===== src/hdl/lls_pkg.sv =====
// Shared types and constants for the line literal substitution block.
// Depends on nothing; every other file in hdl imports it.
`timescale 1ns / 1ps
`default_nettype none

package lls_pkg;

   localparam int CSR_INDEX_W = 3;
   localparam int CSR_DATA_W  = 64;

   typedef enum logic [CSR_INDEX_W-1:0] {
      CSR_FIND_BYTES     = 3'd0,
      CSR_FIND_LENGTH    = 3'd1,
      CSR_REPLACE_BYTES  = 3'd2,
      CSR_REPLACE_LENGTH = 3'd3,
      CSR_REPLACE_ALL    = 3'd4,
      CSR_ADDRESS_MODE   = 3'd5,
      CSR_ADDRESS_LINE   = 3'd6
   } lls_csr_type;

   typedef enum logic [1:0] {
      ADDR_EVERY      = 2'd0,
      ADDR_NUMBERED   = 2'd1,
      ADDR_FINAL_LINE = 2'd2
   } lls_addr_mode_type;

   typedef struct packed {
      logic        has_byte;
      logic [7:0]  data_byte;
      logic        line_end;
      logic        last_line;
      logic        file_start;
   } lls_req_type;

   typedef struct packed {
      logic        out_has_byte;
      logic [7:0]  out_byte;
      logic        out_line_end;
      logic        last;
   } lls_rsp_type;

   typedef struct packed {
      logic [63:0] find_bytes;
      logic [3:0]  find_length;
      logic [63:0] replace_bytes;
      logic [3:0]  replace_length;
      logic        replace_all;
      logic [1:0]  address_mode;
      logic [23:0] address_line;
   } lls_cfg_type;

endpackage

`default_nettype wire


===== src/hdl/line_literal_substitution.sv =====
// Path: an item's first result goes from the plan register to the output register.
// Throughput: one item per cycle while each item gives at most one result and
// the output is not stalled; an item with more results holds the request side
// until the plan register, drained one result per unstalled cycle, holds its final one.
// Reset: clears configuration (address_line to 1), pending count and flags; line count to 1.
// Top level: configuration registers, match engine and result drain.
`timescale 1ns / 1ps
`default_nettype none

module line_literal_substitution
   import lls_pkg::*;
#(
   parameter int FIND_MAX        = 8,
   parameter int REPLACE_MAX     = 8,
   parameter int LINE_COUNT_BITS = 24
) (
   input  wire logic                    clock,
   input  wire logic                    reset,
   input  wire logic                    req_valid,
   output logic                         req_stall,
   input  wire lls_req_type             req_data,
   output logic                         rsp_valid,
   input  wire logic                    rsp_stall,
   output lls_rsp_type                  rsp_data,
   input  wire logic                    csr_write_en,
   input  wire logic [CSR_INDEX_W-1:0]  csr_index,
   input  wire logic [CSR_DATA_W-1:0]   csr_wdata
);

   localparam int FL_W = $clog2(FIND_MAX + 1);
   localparam int RL_W = $clog2(REPLACE_MAX + 1);

   lls_cfg_type                  cfg_ff, cfg_in;

   logic                         plan_free;
   logic                         accept;
   logic [FIND_MAX-1:0][7:0]     plan_a_bytes;
   logic [FL_W-1:0]              plan_a_count;
   logic [REPLACE_MAX-1:0][7:0]  plan_b_bytes;
   logic [RL_W-1:0]              plan_b_count;
   logic [FIND_MAX-1:0][7:0]     plan_c_bytes;
   logic [FL_W-1:0]              plan_c_count;
   logic                         plan_line_end;

   // Register writes: keep each register's own width, drop indexes past the list.
   always_comb begin
      cfg_in = cfg_ff;
      if (csr_write_en) begin
         unique case (lls_csr_type'(csr_index))
            CSR_FIND_BYTES:     cfg_in.find_bytes     = csr_wdata;
            CSR_FIND_LENGTH:    cfg_in.find_length    = csr_wdata[3:0];
            CSR_REPLACE_BYTES:  cfg_in.replace_bytes  = csr_wdata;
            CSR_REPLACE_LENGTH: cfg_in.replace_length = csr_wdata[3:0];
            CSR_REPLACE_ALL:    cfg_in.replace_all    = csr_wdata[0];
            CSR_ADDRESS_MODE:   cfg_in.address_mode   = csr_wdata[1:0];
            CSR_ADDRESS_LINE:   cfg_in.address_line   = csr_wdata[23:0];
            default:            cfg_in = cfg_ff;
         endcase
      end
   end

   always_ff @(posedge clock) begin
      if (reset) begin
         cfg_ff <= '{find_bytes: 64'd0, find_length: 4'd0, replace_bytes: 64'd0,
                     replace_length: 4'd0, replace_all: 1'b0, address_mode: 2'd0,
                     address_line: 24'd1};
      end else begin
         cfg_ff <= cfg_in;
      end
   end

   // Take a new item once the plan register empties, or as its final result
   // moves to the output register in this cycle.
   always_comb begin
      req_stall = !plan_free;
      accept    = req_valid && plan_free;
   end

   // Work out every result of the item and advance window and line state.
   lls_engine #(
      .FIND_MAX        (FIND_MAX),
      .REPLACE_MAX     (REPLACE_MAX),
      .LINE_COUNT_BITS (LINE_COUNT_BITS)
   ) u_engine (
      .clock         (clock),
      .reset         (reset),
      .accept        (accept),
      .req           (req_data),
      .cfg           (cfg_ff),
      .plan_a_bytes  (plan_a_bytes),
      .plan_a_count  (plan_a_count),
      .plan_b_bytes  (plan_b_bytes),
      .plan_b_count  (plan_b_count),
      .plan_c_bytes  (plan_c_bytes),
      .plan_c_count  (plan_c_count),
      .plan_line_end (plan_line_end)
   );

   // Hold the plan and hand out one result per transfer.
   lls_drain #(
      .FIND_MAX    (FIND_MAX),
      .REPLACE_MAX (REPLACE_MAX)
   ) u_drain (
      .clock         (clock),
      .reset         (reset),
      .load          (accept),
      .plan_a_bytes  (plan_a_bytes),
      .plan_a_count  (plan_a_count),
      .plan_b_bytes  (plan_b_bytes),
      .plan_b_count  (plan_b_count),
      .plan_c_bytes  (plan_c_bytes),
      .plan_c_count  (plan_c_count),
      .plan_line_end (plan_line_end),
      .plan_free     (plan_free),
      .rsp_valid     (rsp_valid),
      .rsp_stall     (rsp_stall),
      .rsp_data      (rsp_data)
   );

`ifndef ASSERT_OFF
   a_address_line_reset: assert property (@(posedge clock)
      $past(reset) |-> cfg_ff.address_line == 24'd1 && cfg_ff.find_length == 4'd0)
      else $error("configuration did not return to its reset values");
`endif

endmodule

`default_nettype wire


===== src/hdl/lls_engine.sv =====
// Match engine: pending window, line counter and per-item result plan.
// Depends on lls_pkg for the request and configuration types.
`timescale 1ns / 1ps
`default_nettype none

module lls_engine
   import lls_pkg::*;
#(
   parameter int FIND_MAX        = 8,
   parameter int REPLACE_MAX     = 8,
   parameter int LINE_COUNT_BITS = 24
) (
   input  wire logic                               clock,
   input  wire logic                               reset,
   input  wire logic                               accept,
   input  wire lls_req_type                        req,
   input  wire lls_cfg_type                        cfg,
   output logic [FIND_MAX-1:0][7:0]                plan_a_bytes,
   output logic [$clog2(FIND_MAX+1)-1:0]           plan_a_count,
   output logic [REPLACE_MAX-1:0][7:0]             plan_b_bytes,
   output logic [$clog2(REPLACE_MAX+1)-1:0]        plan_b_count,
   output logic [FIND_MAX-1:0][7:0]                plan_c_bytes,
   output logic [$clog2(FIND_MAX+1)-1:0]           plan_c_count,
   output logic                                    plan_line_end
);

   localparam int FL_W  = $clog2(FIND_MAX + 1);
   localparam int RL_W  = $clog2(REPLACE_MAX + 1);
   localparam int CMP_W = (LINE_COUNT_BITS > 24) ? LINE_COUNT_BITS : 24;
   localparam logic [LINE_COUNT_BITS-1:0] LINE_MAX = {LINE_COUNT_BITS{1'b1}};

   logic [FIND_MAX-1:0][7:0]     window_ff, window_in;
   logic [FL_W-1:0]              count_ff, count_in;
   logic [LINE_COUNT_BITS-1:0]   line_ff, line_in;
   logic                         replaced_ff, replaced_in;

   logic [FL_W-1:0]              flen;
   logic [RL_W-1:0]              rlen;
   logic [LINE_COUNT_BITS-1:0]   line_cur;
   logic                         repl_cur;
   logic                         hit;
   logic                         active;
   logic                         flushed;
   logic [FL_W-1:0]              p2;
   logic [FL_W-1:0]              q;
   logic [FIND_MAX-1:0][7:0]     win_app;
   logic [FIND_MAX-1:0][7:0]     win_shift;
   logic                         full;
   logic                         differ;
   logic                         matched;
   logic [FL_W-1:0]              cnt_new;

   always_comb begin
      flen = (32'(cfg.find_length) > FIND_MAX) ? FL_W'(FIND_MAX) : FL_W'(cfg.find_length);
      rlen = (32'(cfg.replace_length) > REPLACE_MAX) ?
             RL_W'(REPLACE_MAX) : RL_W'(cfg.replace_length);

      line_cur = req.file_start ? LINE_COUNT_BITS'(1) : line_ff;
      repl_cur = req.file_start ? 1'b0 : replaced_ff;

      case (cfg.address_mode)
         ADDR_EVERY:      hit = 1'b1;
         ADDR_NUMBERED:   hit = (CMP_W'(line_cur) == CMP_W'(cfg.address_line));
         ADDR_FINAL_LINE: hit = req.last_line;
         default:         hit = 1'b0;
      endcase

      active  = (flen != '0) && hit && (cfg.replace_all || !repl_cur);
      flushed = req.file_start || (req.has_byte && (!active || count_ff >= flen));
      p2      = flushed ? '0 : count_ff;
      q       = p2 + FL_W'(1);

      for (int i = 0; i < FIND_MAX; i++) begin
         win_app[i] = (i == p2) ? req.data_byte : window_ff[i];
      end
      for (int i = 0; i < FIND_MAX; i++) begin
         win_shift[i] = (i < FIND_MAX - 1) ? win_app[(i + 1) % FIND_MAX] : 8'h00;
      end

      differ = 1'b0;
      for (int i = 0; i < FIND_MAX; i++) begin
         if ((i < flen) && (win_app[i] != cfg.find_bytes[8*i +: 8])) begin
            differ = 1'b1;
         end
      end

      full    = req.has_byte && active && (q == flen);
      matched = full && !differ;

      // byte segment: pass-through, evicted oldest byte, or replacement
      plan_b_bytes = '0;
      plan_b_count = '0;
      if (req.has_byte && !active) begin
         plan_b_bytes[0] = req.data_byte;
         plan_b_count    = RL_W'(1);
      end else if (matched) begin
         for (int i = 0; i < REPLACE_MAX; i++) begin
            plan_b_bytes[i] = cfg.replace_bytes[8*i +: 8];
         end
         plan_b_count = rlen;
      end else if (full) begin
         plan_b_bytes[0] = win_app[0];
         plan_b_count    = RL_W'(1);
      end

      if (!req.has_byte || !active) begin
         cnt_new = p2;
      end else if (matched) begin
         cnt_new = '0;
      end else if (full) begin
         cnt_new = q - FL_W'(1);
      end else begin
         cnt_new = q;
      end

      window_in = (full && !matched) ? win_shift : win_app;

      plan_a_bytes  = window_ff;
      plan_a_count  = flushed ? count_ff : '0;
      plan_c_bytes  = window_in;
      plan_c_count  = req.line_end ? cnt_new : '0;
      plan_line_end = req.line_end;

      count_in    = req.line_end ? '0 : cnt_new;
      replaced_in = req.line_end ? 1'b0 : (matched | repl_cur);
      line_in     = (req.line_end && line_cur != LINE_MAX) ?
                    line_cur + LINE_COUNT_BITS'(1) : line_cur;
   end

   always_ff @(posedge clock) begin
      if (reset) begin
         count_ff    <= '0;
         line_ff     <= LINE_COUNT_BITS'(1);
         replaced_ff <= 1'b0;
      end else if (accept) begin
         count_ff    <= count_in;
         line_ff     <= line_in;
         replaced_ff <= replaced_in;
      end
   end

   always_ff @(posedge clock) begin
      if (accept) begin
         window_ff <= window_in;
      end
   end

`ifndef ASSERT_OFF
   a_count_below_max: assert property (@(posedge clock) disable iff (reset)
      32'(count_ff) < FIND_MAX)
      else $error("pending count reached the window size");

   a_line_end_clears: assert property (@(posedge clock) disable iff (reset)
      accept && req.line_end |=> count_ff == '0 && !replaced_ff)
      else $error("line end left pending bytes or the replaced flag");
`endif

endmodule

`default_nettype wire


===== src/hdl/lls_drain.sv =====
// Plan and output registers: walk one item's plan one result a cycle unless stalled.
// Depends on lls_pkg for the result type.
`timescale 1ns / 1ps
`default_nettype none

module lls_drain
   import lls_pkg::*;
#(
   parameter int FIND_MAX    = 8,
   parameter int REPLACE_MAX = 8
) (
   input  wire logic                               clock,
   input  wire logic                               reset,
   input  wire logic                               load,
   input  wire logic [FIND_MAX-1:0][7:0]           plan_a_bytes,
   input  wire logic [$clog2(FIND_MAX+1)-1:0]      plan_a_count,
   input  wire logic [REPLACE_MAX-1:0][7:0]        plan_b_bytes,
   input  wire logic [$clog2(REPLACE_MAX+1)-1:0]   plan_b_count,
   input  wire logic [FIND_MAX-1:0][7:0]           plan_c_bytes,
   input  wire logic [$clog2(FIND_MAX+1)-1:0]      plan_c_count,
   input  wire logic                               plan_line_end,
   output logic                                    plan_free,
   output logic                                    rsp_valid,
   input  wire logic                               rsp_stall,
   output lls_rsp_type                             rsp_data
);

   localparam int FL_W  = $clog2(FIND_MAX + 1);
   localparam int RL_W  = $clog2(REPLACE_MAX + 1);
   localparam int TOT_W = $clog2(2 * FIND_MAX + REPLACE_MAX + 2);

   logic [FIND_MAX-1:0][7:0]     a_q_ff, a_q_in;
   logic [FL_W-1:0]              a_n_ff, a_n_in;
   logic [REPLACE_MAX-1:0][7:0]  b_q_ff, b_q_in;
   logic [RL_W-1:0]              b_n_ff, b_n_in;
   logic [FIND_MAX-1:0][7:0]     c_q_ff, c_q_in;
   logic [FL_W-1:0]              c_n_ff, c_n_in;
   logic                         le_ff, le_in;
   logic [TOT_W-1:0]             total_ff, total_in;
   logic                         rsp_valid_ff, rsp_valid_in;
   lls_rsp_type                  rsp_data_ff, rsp_data_in;

   logic                         busy;
   logic                         out_load;
   lls_rsp_type                  head;

   always_comb begin
      busy      = (total_ff != '0);
      out_load  = busy && (!rsp_valid_ff || !rsp_stall);
      plan_free = !busy || (total_ff == TOT_W'(1) && out_load);

      // pick the head of the first non-empty segment and advance that segment
      a_q_in = a_q_ff;
      a_n_in = a_n_ff;
      b_q_in = b_q_ff;
      b_n_in = b_n_ff;
      c_q_in = c_q_ff;
      c_n_in = c_n_ff;
      le_in  = le_ff;
      head   = '0;
      head.last = (total_ff == TOT_W'(1));
      if (a_n_ff != '0) begin
         head.out_has_byte = 1'b1;
         head.out_byte     = a_q_ff[0];
         for (int i = 0; i < FIND_MAX - 1; i++) a_q_in[i] = a_q_ff[i + 1];
         a_n_in = a_n_ff - FL_W'(1);
      end else if (b_n_ff != '0) begin
         head.out_has_byte = 1'b1;
         head.out_byte     = b_q_ff[0];
         for (int i = 0; i < REPLACE_MAX - 1; i++) b_q_in[i] = b_q_ff[i + 1];
         b_n_in = b_n_ff - RL_W'(1);
      end else if (c_n_ff != '0) begin
         head.out_has_byte = 1'b1;
         head.out_byte     = c_q_ff[0];
         for (int i = 0; i < FIND_MAX - 1; i++) c_q_in[i] = c_q_ff[i + 1];
         c_n_in = c_n_ff - FL_W'(1);
      end else begin
         head.out_line_end = le_ff;
         le_in = 1'b0;
      end
      total_in = total_ff - TOT_W'(1);

      if (load) begin
         a_q_in   = plan_a_bytes;
         a_n_in   = plan_a_count;
         b_q_in   = plan_b_bytes;
         b_n_in   = plan_b_count;
         c_q_in   = plan_c_bytes;
         c_n_in   = plan_c_count;
         le_in    = plan_line_end;
         total_in = TOT_W'(plan_a_count) + TOT_W'(plan_b_count) +
                    TOT_W'(plan_c_count) + TOT_W'(plan_line_end);
      end else if (!out_load) begin
         a_n_in   = a_n_ff;
         b_n_in   = b_n_ff;
         c_n_in   = c_n_ff;
         le_in    = le_ff;
         total_in = total_ff;
      end

      rsp_valid_in = out_load ? 1'b1 : (rsp_valid_ff && rsp_stall);
      rsp_data_in  = out_load ? head : rsp_data_ff;

      rsp_valid = rsp_valid_ff;
      rsp_data  = rsp_data_ff;
   end

   always_ff @(posedge clock) begin
      if (reset) begin
         a_n_ff       <= '0;
         b_n_ff       <= '0;
         c_n_ff       <= '0;
         le_ff        <= 1'b0;
         total_ff     <= '0;
         rsp_valid_ff <= 1'b0;
      end else begin
         a_n_ff       <= a_n_in;
         b_n_ff       <= b_n_in;
         c_n_ff       <= c_n_in;
         le_ff        <= le_in;
         total_ff     <= total_in;
         rsp_valid_ff <= rsp_valid_in;
      end
   end

   always_ff @(posedge clock) begin
      if (load || out_load) begin
         a_q_ff <= a_q_in;
         b_q_ff <= b_q_in;
         c_q_ff <= c_q_in;
      end
      rsp_data_ff <= rsp_data_in;
   end

`ifndef ASSERT_OFF
   a_total_consistent: assert property (@(posedge clock) disable iff (reset)
      total_ff == TOT_W'(a_n_ff) + TOT_W'(b_n_ff) + TOT_W'(c_n_ff) + TOT_W'(le_ff))
      else $error("plan total disagrees with segment counts");

   a_queued_reaches_output: assert property (@(posedge clock) disable iff (reset)
      busy && !rsp_valid_ff |=> rsp_valid_ff)
      else $error("queued result did not move to the output register");
`endif

endmodule

`default_nettype wire


===== config.mk =====
export PLATFORM = sky130hd
export DESIGN_NAME = line_literal_substitution
export DESIGN_NICKNAME = d
export VERILOG_FILES = /design/src/hdl/lls_pkg.sv /design/src/hdl/line_literal_substitution.sv /design/src/hdl/lls_engine.sv /design/src/hdl/lls_drain.sv
export SDC_FILE = /design/constraint.sdc
export NUM_CORES = 1
export LEC_CHECK = 0
export BUFFER_PORTS_ARGS = -buffer_cell sky130_fd_sc_hd__clkbuf_2
export CORE_ASPECT_RATIO = 1.25
export CORE_MARGIN = 8
export CORE_UTILIZATION = 60
export DETAILED_ROUTE_END_ITERATION = 10
export PLACE_DENSITY = 0.77
export SLEW_MARGIN = 10
export SYNTH_ARGS = -nofsm -noshare
export SYNTH_HDL_FRONTEND = slang
export SYNTH_SLANG_ARGS = --single-unit
export TNS_END_PERCENT = 1

===== constraint.sdc =====
create_clock -name clock -period 8.99 [get_ports clock]
set_input_delay 1.798 -clock clock [delete_from_list [all_inputs] [get_ports clock]]
set_output_delay 1.798 -clock clock [all_outputs]
set_load 0.01 [all_outputs]

==> results.md <==
* Ys async rst share at 0%
* Final Hold Fails at 0
* Predominant post-synthesis flop cell: edfxtp_1
* Family with the most delay on the worst path: compound AO/OA/AOI/OAI gates
* Average routed wire per standard cell at 21.9 um
* Post-synth EDFFs at 267
* Final setup violation count at 0
* Die Y at 240 um
* Synthesized-area fraction occupied by adder cells at 1.26%
* Starting density of the core at 60.5%
* Post-layout min period at 8.06 ns
* Final clock skew at 0.0254 ns
* Worst-Margin Slew at 1.16 ns
* Fin. max-slew vios at 0
* # Max-Cap Violations at 0
* ANT nets after route at 0
* H-tree Lvls at 2
* Post-synth net total at 2,778
* Vias after detailed routing at 20,290
* Full die area at 46,900 sq um
* Clock latency on the worst-skew pair at 0.58 ns
* Yosys reg bits at 478
* Initial antenna violation count at 2
* Post-CTS Hold Fix Bufs at 0
* XOR/XNOR Fraction of Synth Area at 5.55%
* Max Buffers Root-to-Sink at 3
* Number of global-route vias before repair at 19,423
* Worst VDD drop at 0.226 mV
* FMAX at 124 MHz
* DP Area at 24,800 sq um
* Post-DP HPWL at 47.2 mm
* Buf/Inv on CP at 5
* CTS Buf Count at 46
* Number of nets in the layout at 2,772
* Compound-Gate Fraction of Synth Area at 13.0%
* Proportion of layout cells with a drive suffix above 1 at 8.84%
* CTS Sinks at 478
* Post-CTS Setup Bufs at 0
* First DRT Iteration DRCs at 2,355
* Die outline width at 195 um
* Critical Setup Path Class: in2reg
* Clk root buf: clkbuf_16
* Largest family of logic cells by synthesized area: simple AND/OR/NAND/NOR gates
* RSZ-0062 raised after global routing: no
* Ant. Diodes at 0
* Hold WC Path Type: reg2reg
* Final period util at 89.7%
* Port buffer count at 96
* Ports at 97
* P&R area growth vs syn at 8.99%
* Power per standard cell area at 295 nW/um^2
* Avg Cell Area, Syn at 9.03 sq um
* Routed WL at 70.3 mm
* Yosys cell types at 81
* Post-synthesis mux area share at 3.47%
* Leak at 9.99 nW
* Vias per std cell at 6.33
* Simple-gate portion of the synthesized area at 22.0%
* Global placer's final weighted congestion at 0.990
* Largest stage delay on the critical path at 0.68 ns
* CP endpoint kind: flip-flop
* Relative slew slack at 22.4%
* Crit-path slowest cell: o41ai_4
* GRT Residual Overflow at 0
* Synthesized area at 24,100 sq um
* Setup_tns at 0 ns
* Fin area at 26,300 sq um
* Post_cts resized at 0
* Minimum hold slack at 0.451 ns
* Max FO, Critical Path at 37
* GRT Util Overall at 29.1%
* Setup WS post-layout at 0.929 ns
* Status: complete, no violations
* CP Launch Type: input pin
* DRC Markers at 0
* Register clock-pin slew on the reported worst setup and hold paths at 0.06 ns
* CP Data Arrival Time at 8.54 ns
* DRT Pass-1 Iters at 6
* Req. time, crit path at 9.47 ns
* Syn Inst Count at 2,672
* Synth Warn # at 0
* Rows at 82
* Setup slack at placement at 0.383 ns
* Largest net degree at the start of global routing at 145
* Core outline area at 39,900 sq um
* CTS tree: yes
* Util after Layout at 65.9%
* First-pass GRT wire length at 108 mm
* Sequential element share of the synthesized area at 50.7%
==> worst min-delay path, delay by kind of cell, from the launching register on <==
kind               cells  cell delay, ns
and+or+nand+nor        1            0.05
DFF                    1            0.30
AOI/OAI and AO/OA      1            0.05
==> state kept, by name, summed over array words and instances, names as in the netlist, 5 cells and up <==
signal and count:
u_drain.total_ff 5, u_engine.line_ff 24, u_drain.c_q_ff 64, u_engine.plan_a_bytes 64
cfg_ff 163, u_drain.a_q_ff 64, u_drain.b_q_ff 64, u_drain.rsp_data 11
==> cell usage in the layout (no fill, tap or decap), types with 37 or more instances in the layout <==
cell type	n
a21oi_1	242
clkbuf_16	49
clkbuf_2	95
dfxtp_1	211
edfxtp_1	267
inv_1	58
mux2i_1	68
nand2_1	723
nand2b_1	37
nand3_1	81
nor2_1	184
nor3_1	52
xnor2_1	73
xor2_1	80
==> power breakdown <==
| group | switching, mW | internal (mW) | total (mW) |
|---|---|---|---|
| clock network | 0.842 | 1.13 | 1.97 |
| logic | 1.48 | 0.658 | 2.13 |
| registers | 0.345 | 3.32 | 3.66 |
==> routing by layer <==
layer / part of all wire (%) / GRT usage [%] / wire, um
met1: 40 / 38.1 / 27800
met2: 47 / 47.6 / 33100
met3: 9.2 / 4.65 / 6440
met4: 4.3 / 12.6 / 3000
met5: 0.021 / 0 / 15
==> Yosys cell counts (4+ instances only) <==
cell type / number / share of area [%]
a32o_1: 27 / 1.1
a31oi_1: 15 / 0.39
o32ai_1: 4 / 0.15
nand2b_1: 38 / 0.98
a2bb2oi_1: 6 / 0.22
nand3_1: 81 / 1.7
or3_1: 16 / 0.41
xor2_1: 80 / 2.9
buf_6: 5 / 0.23
edfxtp_1: 267 / 33
fa_1: 4 / 0.33
nor2_1: 185 / 2.9
buf_4: 6 / 0.19
clkbuf_1: 132 / 2.1
mux2_2: 14 / 0.65
nor2b_1: 8 / 0.21
and2_1: 19 / 0.49
a21o_1: 7 / 0.22
nor4_1: 26 / 0.67
and3b_1: 4 / 0.15
o41ai_2: 11 / 0.74
a21oi_1: 242 / 5.0
and3_1: 22 / 0.57
or2_2: 5 / 0.13
nand2_1: 726 / 11
nor3_1: 53 / 1.1
o21ai_0: 35 / 0.73
buf_2: 19 / 0.39
buf_1: 13 / 0.20
dfxtp_1: 211 / 18
mux2i_1: 68 / 2.8
o31ai_1: 10 / 0.31
o22ai_1: 11 / 0.29
nor3b_1: 5 / 0.16
xnor2_1: 73 / 2.6
ha_1: 18 / 0.93
a22oi_1: 17 / 0.53
a211oi_1: 14 / 0.44
nand4_1: 21 / 0.54
o21a_1: 7 / 0.22
nand3b_1: 8 / 0.25
o211a_1: 13 / 0.54
inv_1: 58 / 0.90
o211ai_1: 9 / 0.28
==> stage by stage <==
stage / power (mW) / cells
floorplan: 5.07 / 2672
finish: 7.77 / 3207
global route: 8.10 / 3207
global placement: 5.73 / 3122
detailed placement: 5.80 / 3122
CTS: 7.75 / 3207
==> area by class of cell <==
class	instances	area, sq um
inverters	63	241
repair buffers	121	699
fillers	3303	13600
flip-flops and latches	478	12200
clock inverters	17	163
multi-input cells	1956	11000
clock buffers	68	1350
well taps	504	631
==> cells by family (layout without fill, tap and decap cells) <==
| logic type | count (synthesis) | after routing |
|---|---|---|
| muxes | 82 | 82 |
| buffers and inverters | 238 | 269 |
| and+or+nand+nor | 1229 | 1229 |
| DFF | 478 | 478 |
| adders and majority gates | 22 | 22 |
| AOI/OAI and AO/OA | 470 | 470 |
| xor gates and xnor gates | 153 | 153 |
==> final timing paths <==
| check | from | endpoint | slack, ns | cells after the start |
|---|---|---|---|---|
| setup / recovery | req_data[0] | u_drain.total_ff[3] | 0.93 | 25 |
| hold / removal | cfg_ff[88] | cfg_ff[88] | 0.45 | 2 |
| setup reg to reg | cfg_ff[98] | u_drain.total_ff[3] | 1.19 | 28 |
| hold reg to reg | cfg_ff[88] | cfg_ff[88] | 0.45 | 2 |
(Power assumes the default switching activity.)
